==> src/rtl/lhfe_pkg.sv <==
`default_nettype none
// ----------------------------------------------------------------------------
// lhfe_pkg
// Types and constants shared by the log and heartbeat frame encoder.
// ----------------------------------------------------------------------------
package lhfe_pkg;

   typedef struct packed {
      logic       req_type;
      logic [7:0] payload_byte;
      logic [7:0] payload_len;
   } req_beat_type;

   typedef struct packed {
      logic [7:0] out_byte;
      logic       frame_end;
      logic       run_last;
   } rsp_beat_type;

   // byte run caused by one input beat
   typedef struct packed {
      logic        has_hdr;
      logic        has_byte;
      logic        has_csum;
      logic        has_beat;
      logic [7:0]  len;
      logic [7:0]  data;
      logic [15:0] sum;
      logic [31:0] count;
      logic [15:0] beat_sum;
   } job_type;

   localparam logic [7:0] SYNC_A   = 8'h64;
   localparam logic [7:0] SYNC_B   = 8'h62;
   localparam logic [7:0] CMD_LOG  = 8'h00;
   localparam logic [7:0] CMD_BEAT = 8'hFF;
   localparam logic [7:0] BEAT_LEN = 8'd4;
   localparam int         FRAME_OVERHEAD = 8;

   localparam int POS_W = 5;
   localparam logic [POS_W-1:0] POS_SYNC_A      = 5'd0;
   localparam logic [POS_W-1:0] POS_SYNC_B      = 5'd1;
   localparam logic [POS_W-1:0] POS_CMD         = 5'd2;
   localparam logic [POS_W-1:0] POS_ZERO        = 5'd3;
   localparam logic [POS_W-1:0] POS_LEN_LO      = 5'd4;
   localparam logic [POS_W-1:0] POS_LEN_HI      = 5'd5;
   localparam logic [POS_W-1:0] POS_DATA        = 5'd6;
   localparam logic [POS_W-1:0] POS_SUM_LO      = 5'd7;
   localparam logic [POS_W-1:0] POS_SUM_HI      = 5'd8;
   localparam logic [POS_W-1:0] POS_BEAT_SYNC_A = 5'd9;
   localparam logic [POS_W-1:0] POS_BEAT_SYNC_B = 5'd10;
   localparam logic [POS_W-1:0] POS_BEAT_CMD    = 5'd11;
   localparam logic [POS_W-1:0] POS_BEAT_ZERO   = 5'd12;
   localparam logic [POS_W-1:0] POS_BEAT_LEN_LO = 5'd13;
   localparam logic [POS_W-1:0] POS_BEAT_LEN_HI = 5'd14;
   localparam logic [POS_W-1:0] POS_COUNT_0     = 5'd15;
   localparam logic [POS_W-1:0] POS_COUNT_1     = 5'd16;
   localparam logic [POS_W-1:0] POS_COUNT_2     = 5'd17;
   localparam logic [POS_W-1:0] POS_COUNT_3     = 5'd18;
   localparam logic [POS_W-1:0] POS_BEAT_SUM_LO = 5'd19;
   localparam logic [POS_W-1:0] POS_BEAT_SUM_HI = 5'd20;

endpackage
`default_nettype wire

==> src/rtl/lhfe_emit.sv <==
`default_nettype none
// ----------------------------------------------------------------------------
// lhfe_emit
// Holds one byte run and walks it out one byte per cycle into the
// registered result stage, while that stage is not held by rsp_stall.
// ----------------------------------------------------------------------------
module lhfe_emit (
   input  wire logic              clock,
   input  wire logic              reset,
   input  wire logic              job_push,
   input  wire lhfe_pkg::job_type job_in,
   output logic                   job_ready,
   output logic                   rsp_valid,
   input  wire logic              rsp_stall,
   output lhfe_pkg::rsp_beat_type rsp_payload
);

   logic                         job_valid_ff, job_valid_in;
   lhfe_pkg::job_type            job_ff, job_next;
   logic [lhfe_pkg::POS_W-1:0]   pos_ff, pos_in, pos_first, pos_next;
   logic                         rsp_valid_ff, rsp_valid_in;
   lhfe_pkg::rsp_beat_type       rsp_ff, rsp_in;
   logic                         load, last;
   logic [7:0]                   cur_byte;
   logic                         cur_end;

   assign load      = job_valid_ff && (!rsp_valid_ff || !rsp_stall);
   assign job_ready = !job_valid_ff || (load && last);

   always_comb begin
      if (job_in.has_hdr) begin
         pos_first = lhfe_pkg::POS_SYNC_A;
      end else if (job_in.has_byte) begin
         pos_first = lhfe_pkg::POS_DATA;
      end else if (job_in.has_csum) begin
         pos_first = lhfe_pkg::POS_SUM_LO;
      end else begin
         pos_first = lhfe_pkg::POS_BEAT_SYNC_A;
      end
   end

   always_comb begin
      pos_next = pos_ff + 1'b1;
      last     = 1'b0;
      case (pos_ff)
         lhfe_pkg::POS_LEN_HI: begin
            pos_next = lhfe_pkg::POS_DATA;
         end
         lhfe_pkg::POS_DATA: begin
            pos_next = job_ff.has_csum ? lhfe_pkg::POS_SUM_LO : lhfe_pkg::POS_BEAT_SYNC_A;
            last     = !job_ff.has_csum && !job_ff.has_beat;
         end
         lhfe_pkg::POS_SUM_HI: begin
            pos_next = lhfe_pkg::POS_BEAT_SYNC_A;
            last     = !job_ff.has_beat;
         end
         lhfe_pkg::POS_BEAT_SUM_HI: begin
            last = 1'b1;
         end
         default: begin
            pos_next = pos_ff + 1'b1;
         end
      endcase
   end

   always_comb begin
      cur_end = 1'b0;
      case (pos_ff)
         lhfe_pkg::POS_SYNC_A:      cur_byte = lhfe_pkg::SYNC_A;
         lhfe_pkg::POS_SYNC_B:      cur_byte = lhfe_pkg::SYNC_B;
         lhfe_pkg::POS_CMD:         cur_byte = lhfe_pkg::CMD_LOG;
         lhfe_pkg::POS_ZERO:        cur_byte = 8'h00;
         lhfe_pkg::POS_LEN_LO:      cur_byte = job_ff.len;
         lhfe_pkg::POS_LEN_HI:      cur_byte = 8'h00;
         lhfe_pkg::POS_DATA:        cur_byte = job_ff.data;
         lhfe_pkg::POS_SUM_LO:      cur_byte = job_ff.sum[7:0];
         lhfe_pkg::POS_SUM_HI: begin
            cur_byte = job_ff.sum[15:8];
            cur_end  = 1'b1;
         end
         lhfe_pkg::POS_BEAT_SYNC_A: cur_byte = lhfe_pkg::SYNC_A;
         lhfe_pkg::POS_BEAT_SYNC_B: cur_byte = lhfe_pkg::SYNC_B;
         lhfe_pkg::POS_BEAT_CMD:    cur_byte = lhfe_pkg::CMD_BEAT;
         lhfe_pkg::POS_BEAT_ZERO:   cur_byte = 8'h00;
         lhfe_pkg::POS_BEAT_LEN_LO: cur_byte = lhfe_pkg::BEAT_LEN;
         lhfe_pkg::POS_BEAT_LEN_HI: cur_byte = 8'h00;
         lhfe_pkg::POS_COUNT_0:     cur_byte = job_ff.count[7:0];
         lhfe_pkg::POS_COUNT_1:     cur_byte = job_ff.count[15:8];
         lhfe_pkg::POS_COUNT_2:     cur_byte = job_ff.count[23:16];
         lhfe_pkg::POS_COUNT_3:     cur_byte = job_ff.count[31:24];
         lhfe_pkg::POS_BEAT_SUM_LO: cur_byte = job_ff.beat_sum[7:0];
         lhfe_pkg::POS_BEAT_SUM_HI: begin
            cur_byte = job_ff.beat_sum[15:8];
            cur_end  = 1'b1;
         end
         default:                   cur_byte = 8'h00;
      endcase
   end

   always_comb begin
      job_valid_in = job_valid_ff;
      job_next     = job_ff;
      pos_in       = pos_ff;
      if (job_push) begin
         job_valid_in = 1'b1;
         job_next     = job_in;
         pos_in       = pos_first;
      end else if (load && last) begin
         job_valid_in = 1'b0;
      end else if (load) begin
         pos_in = pos_next;
      end

      rsp_valid_in = rsp_valid_ff;
      rsp_in       = rsp_ff;
      if (load) begin
         rsp_valid_in       = 1'b1;
         rsp_in.out_byte    = cur_byte;
         rsp_in.frame_end   = cur_end;
         rsp_in.run_last    = last;
      end else if (!rsp_stall) begin
         rsp_valid_in = 1'b0;
      end
   end

   always_ff @(posedge clock) begin
      if (reset) begin
         job_valid_ff <= 1'b0;
         rsp_valid_ff <= 1'b0;
      end else begin
         job_valid_ff <= job_valid_in;
         rsp_valid_ff <= rsp_valid_in;
      end
      job_ff <= job_next;
      pos_ff <= pos_in;
      rsp_ff <= rsp_in;
   end

   assign rsp_valid   = rsp_valid_ff;
   assign rsp_payload = rsp_ff;

endmodule
`default_nettype wire

==> src/rtl/log_heartbeat_frame_encoder.sv <==
`default_nettype none
// ----------------------------------------------------------------------------
// log_heartbeat_frame_encoder
// Frames log payload bytes and heartbeat ticks into a byte stream with sync,
// command, length and 16-bit additive checksum.
// ----------------------------------------------------------------------------
// channel  dir  handshake          payload
// req      in   req_valid/stall    req_type, payload_byte, payload_len
// rsp      out  rsp_valid/stall    out_byte, frame_end, run_last
//
// each accepted input beat updates the frame state and hands its byte run to
// the byte walker, which sends the bytes one per cycle unless rsp_stall holds:
// 1 byte for a payload byte, 7 to 9 for a frame start, 12 for a heartbeat,
// up to 15 with a checksum and held heartbeat.
// a beat with no bytes leaves no run, but it still waits for the walker.
// reset is synchronous and clears the frame state and heartbeat counter.
// rsp_stall holds the result register; req_stall rises while a run is queued.
// ----------------------------------------------------------------------------
module log_heartbeat_frame_encoder #(
   parameter int MAX_FRAME_BYTES = 128
) (
   input  wire logic                   clock,
   input  wire logic                   reset,
   input  wire logic                   req_valid,
   output logic                        req_stall,
   input  wire lhfe_pkg::req_beat_type req_payload,
   output logic                        rsp_valid,
   input  wire logic                   rsp_stall,
   output lhfe_pkg::rsp_beat_type      rsp_payload
);

   localparam int MaxLen = MAX_FRAME_BYTES - lhfe_pkg::FRAME_OVERHEAD;
   localparam logic [9:0] MaxLenW = 10'(MaxLen);

   logic        frame_open_ff, frame_open_in;
   logic        frame_dropping_ff, frame_dropping_in;
   logic [7:0]  bytes_seen_ff, bytes_seen_in;
   logic [7:0]  frame_length_ff, frame_length_in;
   logic [15:0] running_sum_ff, running_sum_in;
   logic [31:0] beat_count_ff, beat_count_in;
   logic        beat_pending_ff, beat_pending_in;

   logic              accept, job_ready, job_push;
   lhfe_pkg::job_type job;
   logic [7:0]        seen_inc;
   logic [15:0]       sum_add;
   logic [31:0]       count_snap;

   assign accept    = req_valid && !req_stall;
   assign req_stall = !job_ready;
   assign seen_inc  = bytes_seen_ff + 8'd1;
   assign sum_add   = running_sum_ff + {8'h00, req_payload.payload_byte};

   always_comb begin
      frame_open_in     = frame_open_ff;
      frame_dropping_in = frame_dropping_ff;
      bytes_seen_in     = bytes_seen_ff;
      frame_length_in   = frame_length_ff;
      running_sum_in    = running_sum_ff;
      beat_count_in     = beat_count_ff;
      beat_pending_in   = beat_pending_ff;
      count_snap        = beat_count_ff;

      job          = '0;
      job.len      = req_payload.payload_len;
      job.data     = req_payload.payload_byte;

      if (req_payload.req_type) begin
         beat_count_in = beat_count_ff + 32'd1;
         count_snap    = beat_count_in;
         if (frame_open_ff && !frame_dropping_ff) begin
            beat_pending_in = 1'b1;
         end else begin
            job.has_beat = 1'b1;
         end
      end else if (!frame_open_ff) begin
         if (req_payload.payload_len != 8'd0) begin
            frame_open_in   = 1'b1;
            frame_length_in = req_payload.payload_len;
            bytes_seen_in   = 8'd1;
            if ({2'b00, req_payload.payload_len} > MaxLenW) begin
               frame_dropping_in = 1'b1;
            end else begin
               job.has_hdr    = 1'b1;
               job.has_byte   = 1'b1;
               job.sum        = {8'h00, req_payload.payload_len} +
                                {8'h00, req_payload.payload_byte};
               running_sum_in = job.sum;
            end
            if (req_payload.payload_len == 8'd1) begin
               job.has_csum      = !frame_dropping_in;
               frame_open_in     = 1'b0;
               frame_dropping_in = 1'b0;
               bytes_seen_in     = 8'd0;
               frame_length_in   = 8'd0;
               running_sum_in    = 16'd0;
            end
         end
      end else begin
         bytes_seen_in = seen_inc;
         if (!frame_dropping_ff) begin
            job.has_byte   = 1'b1;
            job.sum        = sum_add;
            running_sum_in = sum_add;
         end
         if (seen_inc == frame_length_ff) begin
            job.has_csum      = !frame_dropping_ff;
            frame_open_in     = 1'b0;
            frame_dropping_in = 1'b0;
            bytes_seen_in     = 8'd0;
            frame_length_in   = 8'd0;
            running_sum_in    = 16'd0;
            if (beat_pending_ff) begin
               beat_pending_in = 1'b0;
               job.has_beat    = 1'b1;
            end
         end
      end

      job.count    = count_snap;
      job.beat_sum = 16'(lhfe_pkg::CMD_BEAT) + 16'(lhfe_pkg::BEAT_LEN) +
                     {8'h00, count_snap[7:0]} + {8'h00, count_snap[15:8]} +
                     {8'h00, count_snap[23:16]} + {8'h00, count_snap[31:24]};
   end

   assign job_push = accept && (job.has_hdr || job.has_byte || job.has_csum || job.has_beat);

   always_ff @(posedge clock) begin
      if (reset) begin
         frame_open_ff     <= 1'b0;
         frame_dropping_ff <= 1'b0;
         bytes_seen_ff     <= 8'd0;
         frame_length_ff   <= 8'd0;
         running_sum_ff    <= 16'd0;
         beat_count_ff     <= 32'd0;
         beat_pending_ff   <= 1'b0;
      end else if (accept) begin
         frame_open_ff     <= frame_open_in;
         frame_dropping_ff <= frame_dropping_in;
         bytes_seen_ff     <= bytes_seen_in;
         frame_length_ff   <= frame_length_in;
         running_sum_ff    <= running_sum_in;
         beat_count_ff     <= beat_count_in;
         beat_pending_ff   <= beat_pending_in;
      end
   end

   lhfe_emit u_emit (
      .clock       (clock),
      .reset       (reset),
      .job_push    (job_push),
      .job_in      (job),
      .job_ready   (job_ready),
      .rsp_valid   (rsp_valid),
      .rsp_stall   (rsp_stall),
      .rsp_payload (rsp_payload)
   );

`ifndef ASSERT_OFF
   a_pending_in_open: assert property (@(posedge clock) disable iff (reset)
      beat_pending_ff |-> (frame_open_ff && !frame_dropping_ff))
      else $error("held heartbeat without an open sent frame");

   a_closed_clear: assert property (@(posedge clock) disable iff (reset)
      !frame_open_ff |-> (bytes_seen_ff == 8'd0 && running_sum_ff == 16'd0))
      else $error("closed frame left counters behind");

   a_open_count: assert property (@(posedge clock) disable iff (reset)
      frame_open_ff |-> (bytes_seen_ff < frame_length_ff && bytes_seen_ff != 8'd0))
      else $error("open frame byte count out of range");

   a_rsp_hold: assert property (@(posedge clock) disable iff (reset)
      (rsp_valid && rsp_stall) |=> (rsp_valid && $stable(rsp_payload)))
      else $error("stalled output beat changed");
`endif

endmodule
`default_nettype wire
==> config.mk <==
export PLATFORM = sky130hd
export DESIGN_NAME = log_heartbeat_frame_encoder
export DESIGN_NICKNAME = d
export VERILOG_FILES = /design/src/rtl/lhfe_pkg.sv /design/src/rtl/lhfe_emit.sv /design/src/rtl/log_heartbeat_frame_encoder.sv
export SDC_FILE = /design/constraint.sdc
export NUM_CORES = 1
export LEC_CHECK = 0
export BUFFER_PORTS_ARGS = -buffer_cell sky130_fd_sc_hd__buf_2
export CAP_MARGIN = 25
export CORE_AREA = 3 3 131 133
export CTS_CLUSTER_DIAMETER = 120
export DETAILED_ROUTE_END_ITERATION = 7
export DIE_AREA = 0 0 134 136
export PLACE_DENSITY = 0.76
export SYNTH_ARGS = -nofsm -noshare
export SYNTH_HDL_FRONTEND = slang
export SYNTH_SLANG_ARGS = --single-unit
==> constraint.sdc <==
create_clock -name clock -period 9.7 [get_ports clock]
set_input_delay 1.94 -clock clock [delete_from_list [all_inputs] [get_ports clock]]
set_output_delay 1.94 -clock clock [all_outputs]
set_load 0.1 [all_outputs]
# [Word level (Yosys, flattened, before mapping)]
# Cells that the tools add are included.
[op_classes] add_sub_neg=9 multipliers=0 div=0 order_cmp=1 n_eq_ne=24 shifts=0 muxes=61 bitwise=1 n_reduce_logical=35
[op_table] operator="$mux 16" count=8
[op_table] operator="$pmux 8 s14" count=1
[op_table] operator="$mux 8" count=7
[op_table] operator="$add 32x1->32 const B" count=1
[op_table] operator="$mux 32" count=1
[op_table] operator="$eq 5x4->1 const B" count=6
[op_table] operator="$mux 1" count=28
[op_table] operator="$eq 5x5->1 const B" count=5
[op_table] operator="$mux 5" count=5
[op_table] operator="$eq 5x3->1 const B" count=4
[op_table] operator="$mux 9" count=2
[op_table] operator="$add 16x8->16" count=1
[op_table] operator="$pmux 5 s3" count=1
[op_table] operator="$add 12x8->13" count=1
[op_table] operator="$add 11x8->12" count=1
[op_table] operator="$add 10x8->11" count=1
[op_table] operator="$add 9x8->10 const A" count=1
[op_table] operator="$reduce_bool 2->1" count=5
[op_table] operator="$add 8x8->9" count=1
[op_table] operator="$add 8x1->8 const B" count=1
[op_table] operator="$eq 8x1->1 const B" count=1
[op_table] operator="$eq 8x8->1" count=1
[op_table] operator="$gt 8x7->1 const B" count=1
[op_table] operator="$logic_not 1->1" count=8
[op_table] operator="19 further kinds" count=39
[totals] regBits=166 latch_bits=0 mem_bits_rw=0 mem_bits_ro=0 inputBits=21 out_inout_bits=12 elab_cells=151 mem_count=0

# [Depth between registers and ports, before layout]
[logic_depth] depth_word=16 mapped_depth=19 mapped_depth_nobuf=19

# [Modules after synthesis]
# From an unflattened synthesis, not the netlist that was laid out.
[hier_totals] cells_unflattened=920 hier_area_um2=9404.0
[modules_own_cells] mod="log_heartbeat_frame_encoder" n_inst=1 cells_each=668 area_each_um2=5366.4 seq_area_each_um2=1341.3
[modules_own_cells] mod="lhfe_emit" n_inst=1 cells_each=252 area_each_um2=4037.6 seq_area_each_um2=2952.8

# [Worst setup path before layout]
# No wires, ideal clock.
[synth_path] kind="input to register" startpoint="in rsp_stall" endpoint="reg u_emit.job_ff[0] (netlist name), enable pin" setup_ps=628 arrival_ps=8626 required_ps=9072 setup_slack_ps=446 path_stages=5 n_path_buf=1 path_cell_list="and2_1 > o31ai_1 > o21ai_2 > clkbuf_1 > nor3b_1"
[synth_between] elab_chain_len=7
[synth_rtl] item="start: declaration" line="log_heartbeat_frame_encoder.sv:28" text="input wire logic rsp_stall,"
[synth_rtl] item="$logic_not 1->1" line="lhfe_emit.sv:27" text="assign load = job_valid_ff && (!rsp_valid_ff || !rsp_stall);"
[synth_rtl] item="$logic_or 1x1->1" line="lhfe_emit.sv:27"
[synth_rtl] item="$logic_and 1x1->1" line="lhfe_emit.sv:27"
[synth_rtl] item="$logic_and 1x1->1" line="lhfe_emit.sv:28" text="assign job_ready = !job_valid_ff || (load && last);"
[synth_rtl] item="$logic_or 1x1->1" line="lhfe_emit.sv:28"
[synth_rtl] item="$logic_and 1x1->1" line="log_heartbeat_frame_encoder.sv:49" text="assign accept = req_valid && !req_stall;"
[synth_rtl] item="$logic_and 1x1->1" line="log_heartbeat_frame_encoder.sv:126" text="assign job_push = accept && (job.has_hdr || job.has_byte || job.has_csum || job.has_beat);"
[synth_rtl] item="via job_push" line="log_heartbeat_frame_encoder.sv:43" text="logic accept, job_ready, job_push;"
[synth_rtl] item="end signal: assignment" line="lhfe_emit.sv:134" text="job_ff <= job_next;"
[synth_rtl] item="end: declaration" line="lhfe_emit.sv:19" text="lhfe_pkg::job_type job_ff, job_next;"
# The timed path passes the listed nets, and every way through them passes these cells.
# A chain may end at the register's enable or synchronous reset.

==> qor.csv <==
metric;value;unit
worst_ir_drop_vdd;0.149;mV
track_usage;25.1;%
cp.depth;18;
place_area;0.00947;mm^2
routabilityCongestion;0.899;
synth_nets;979;
grt_pass1_vias;6453;
wl_per_cell;19.0;um
drt-initial-drc-count;730;
cellPowerDensity;198;mW/mm^2
path_buf_inv;1;
dp_cells;1123;
hold_buffers;0;
drive_gt1_share;9.80;%
cts_tree;yes;
ys.flop_type;edfxtp_1;
cts_made_buffers;17;
crit_path_end_kind;flop;
p_int;1.35;mW
async_flop_share;0;%
crit_top_cell;fa_1;
start_util;57.5;%
vias_per_cell;6.00;
cts_resized;0;
fp.dieW;134;um
setup-tns-final;0;ns
worst_hold_path.endpoint;u_emit.rsp_valid;
r2r_cells;17;
cap_violations;0;
final_common_cell;edfxtp_1;
wl_met2;10200;um
cp_top_family;simple AND/OR/NAND/NOR gates;
p_sw_share;32.4;%
drc;0;
finClkSkew;0.0123;ns
p_total;2.00;mW
h-tree-depth;4;
n_antenna_cell;0;
regToRegEndpoint;u_emit.job_ff[8];
ys_ff_latch;161;
syn_area;0.00916;mm^2
cp_data_required_time;9.87;ns
grt_overflow;0;
final_nets;999;
yosysTopAreaCell;edfxtp_1;
finalNonFillerCells;1155;
p_switching;0.647;mW
arrival;6.75;ns
die_area;0.0182;mm^2
clkPwrFrac;33.3;%
slew_headroom;30.7;%
num_vias;6929;
cts.clk_slew.worst_paths;0.07;ns
holdPathStages;1;
startpoint_type;input pin;
cts_setup_buffers;0;
design_area;0.0101;mm^2
maxSlewViolCount;0;
rr_startpoint;beat_count_ff[2];
port_buffers;32;
critPathLaunch;req_payload[16];
synthCells;906;
clockBufferDepth;2;
crit_chain;buf_2 -> nand3_1 -> or3_1 -> nor4_2 -> and3_1 -> nand3_1 -> nor2_1 -> xnor2_1 -> fa_1 -> fa_1 -> fa_1 -> nor2b_1 -> o21ai_0 -> a21boi_0 -> o21ai_0 -> nand2b_1 -> a31oi_1 -> xnor2_1;
die_y;136;um
wl_met1;9850;um
path_max_fanout;27;
grt_max_degree;80;
cts-root-buf;clkbuf_16;
ios;33;
yosysSeqAreaShare;45.2;%
rrSetupSlack;4.65;ns
setup_violations;0;
ys_top_cells_by_area;edfxtp_1 (30%), dfxtp_1 (15%), xor2_1 (5.2%);
fp-row-count;46;
fmax;152;MHz
dp_hpwl;16000;um
synth_cell_types;70;
dr.pass1.iters;5;
crit_type;input pin to flop;
comb_power_share;23.2;%
power.leakage;3.97;nW
worst-slew-pin-transition;1.04;ns
min_period;6.58;ns
layout.cells.most_common_list;edfxtp_1 (92), nor2_1 (89), dfxtp_1 (69);
finalHoldViolCount;0;
min-delay-start;u_emit.job_valid_ff;
synth.top_cell.area_share;30.2;%
fillers;1279;
avgSynthCellArea;10.1;um^2
ant_nets;0;
cpMaxStageDelayCell;nor4_2;
dr_wl_met3;1440;um
clk_latency;0.43;ns
antenna_found_initial;0;
cp_slowest_stage_delay;0.55;ns
syn_to_final_growth;9.86;%
drt-total-wl;22000;um
p_seq_share;43.5;%
hp-class;flop to flop;
rsz0062_at_grt;false;
synth-warning-count;0;
cts_sinks;161;
core;0.0159;mm^2
outcome;complete, no violations;
finalCritPeriodShare;67.8;%
grt_pass1_wl;35200;um
highest_layer;met4;
synth_edf_count;92;
## worst max path at each step
| stage | endpoint | slack (ns) |
|---|---|---|
| floorplan | u_emit.job_ff[0] | 0.45 |
| global placement | u_emit.job_ff[8] | 2.91 |
| detailed placement | u_emit.job_ff[8] | 2.77 |
| CTS | u_emit.job_ff[8] | 3.17 |
| global route | u_emit.job_ff[8] | 2.78 |
| finish | u_emit.job_ff[8] | 3.12 |
## state kept, by name, indices dropped and copies added (netlist names)
signal	flops
beat_count_ff	32
beat_pending_ff	1
bytes_seen_ff	8
frame_dropping_ff	1
frame_length_ff	8
frame_open_ff	1
running_sum_ff	16
u_emit.job_ff	77
u_emit.job_valid_ff	1
u_emit.pos_ff	5
u_emit.rsp_payload	10
u_emit.rsp_valid	1
## cells by family after synthesis
family | share of synthesized area, %
and+or+nand+nor | 18.0
AOI/OAI and AO/OA | 14.8
DFF | 45.2
buffers and inverters | 4.17
xor gates and xnor gates | 8.89
adders and majority gates | 8.58
muxes | 0.341
## through the flow
stage / utilization (%) / worst slack [ns] / hold WS [ns]
global route: 63.1 / 2.78 / 0.512
CTS: 63.1 / 3.17 / 0.497
floorplan: - / 0.446 / 0.451
finish: 63.1 / 3.12 / 0.494
detailed placement: 59.4 / 2.77 / 0.475
global placement: 59.4 / 2.91 / 0.473
## power by group through the flow
stage / logic, mW / clock network [mW] / registers, mW
6_report: 0.462 / 0.665 / 0.868
5_1_grt: 0.503 / 0.702 / 0.877
4_1_cts: 0.456 / 0.672 / 0.868
3_5_place_dp: 0.454 / 0 / 0.882
3_3_place_gp: 0.448 / 0 / 0.882
2_1_floorplan: 0.280 / 0 / 0.950
## cell type report
class | instances | area, um^2 | share of cell area (%)
clock buffers | 23 | 502 | 4.99
multi-input cells | 650 | 4640 | 46.1
clock inverters | 9 | 92.6 | 0.920
well taps | 216 | 270 | 2.69
flip-flops and latches | 161 | 4140 | 41.2
inverters | 60 | 225 | 2.24
repair buffers | 36 | 190 | 1.89
## Yosys cell counts (all sizes together), types with 6 or more instances
master   n
fa      18
a31o     7
inv     59
xnor2   39
and2    17
nor4     7
a21o     7
ha      34
a22oi    9
a221oi  12
o21ai   27
a21oi   39
xor2    54
nor3    27
and3    12
nor2    90
or3     13
nand3   24
a31oi    8
nand2   61
clkbuf  23
a22o    17
nand2b   6
o21a     6
or2      6
nor2b    9
buf     12
dfxtp   69
nand4   20
a221o   15
edfxtp  92
## layer usage
layer,track usage (%),vias up
met3,4.92,38
met4,7.49,0
met5,0,-
met2,39.9,248
met1,35.0,3318
li1,-,3325
Power figures use the tool's default switching activity.
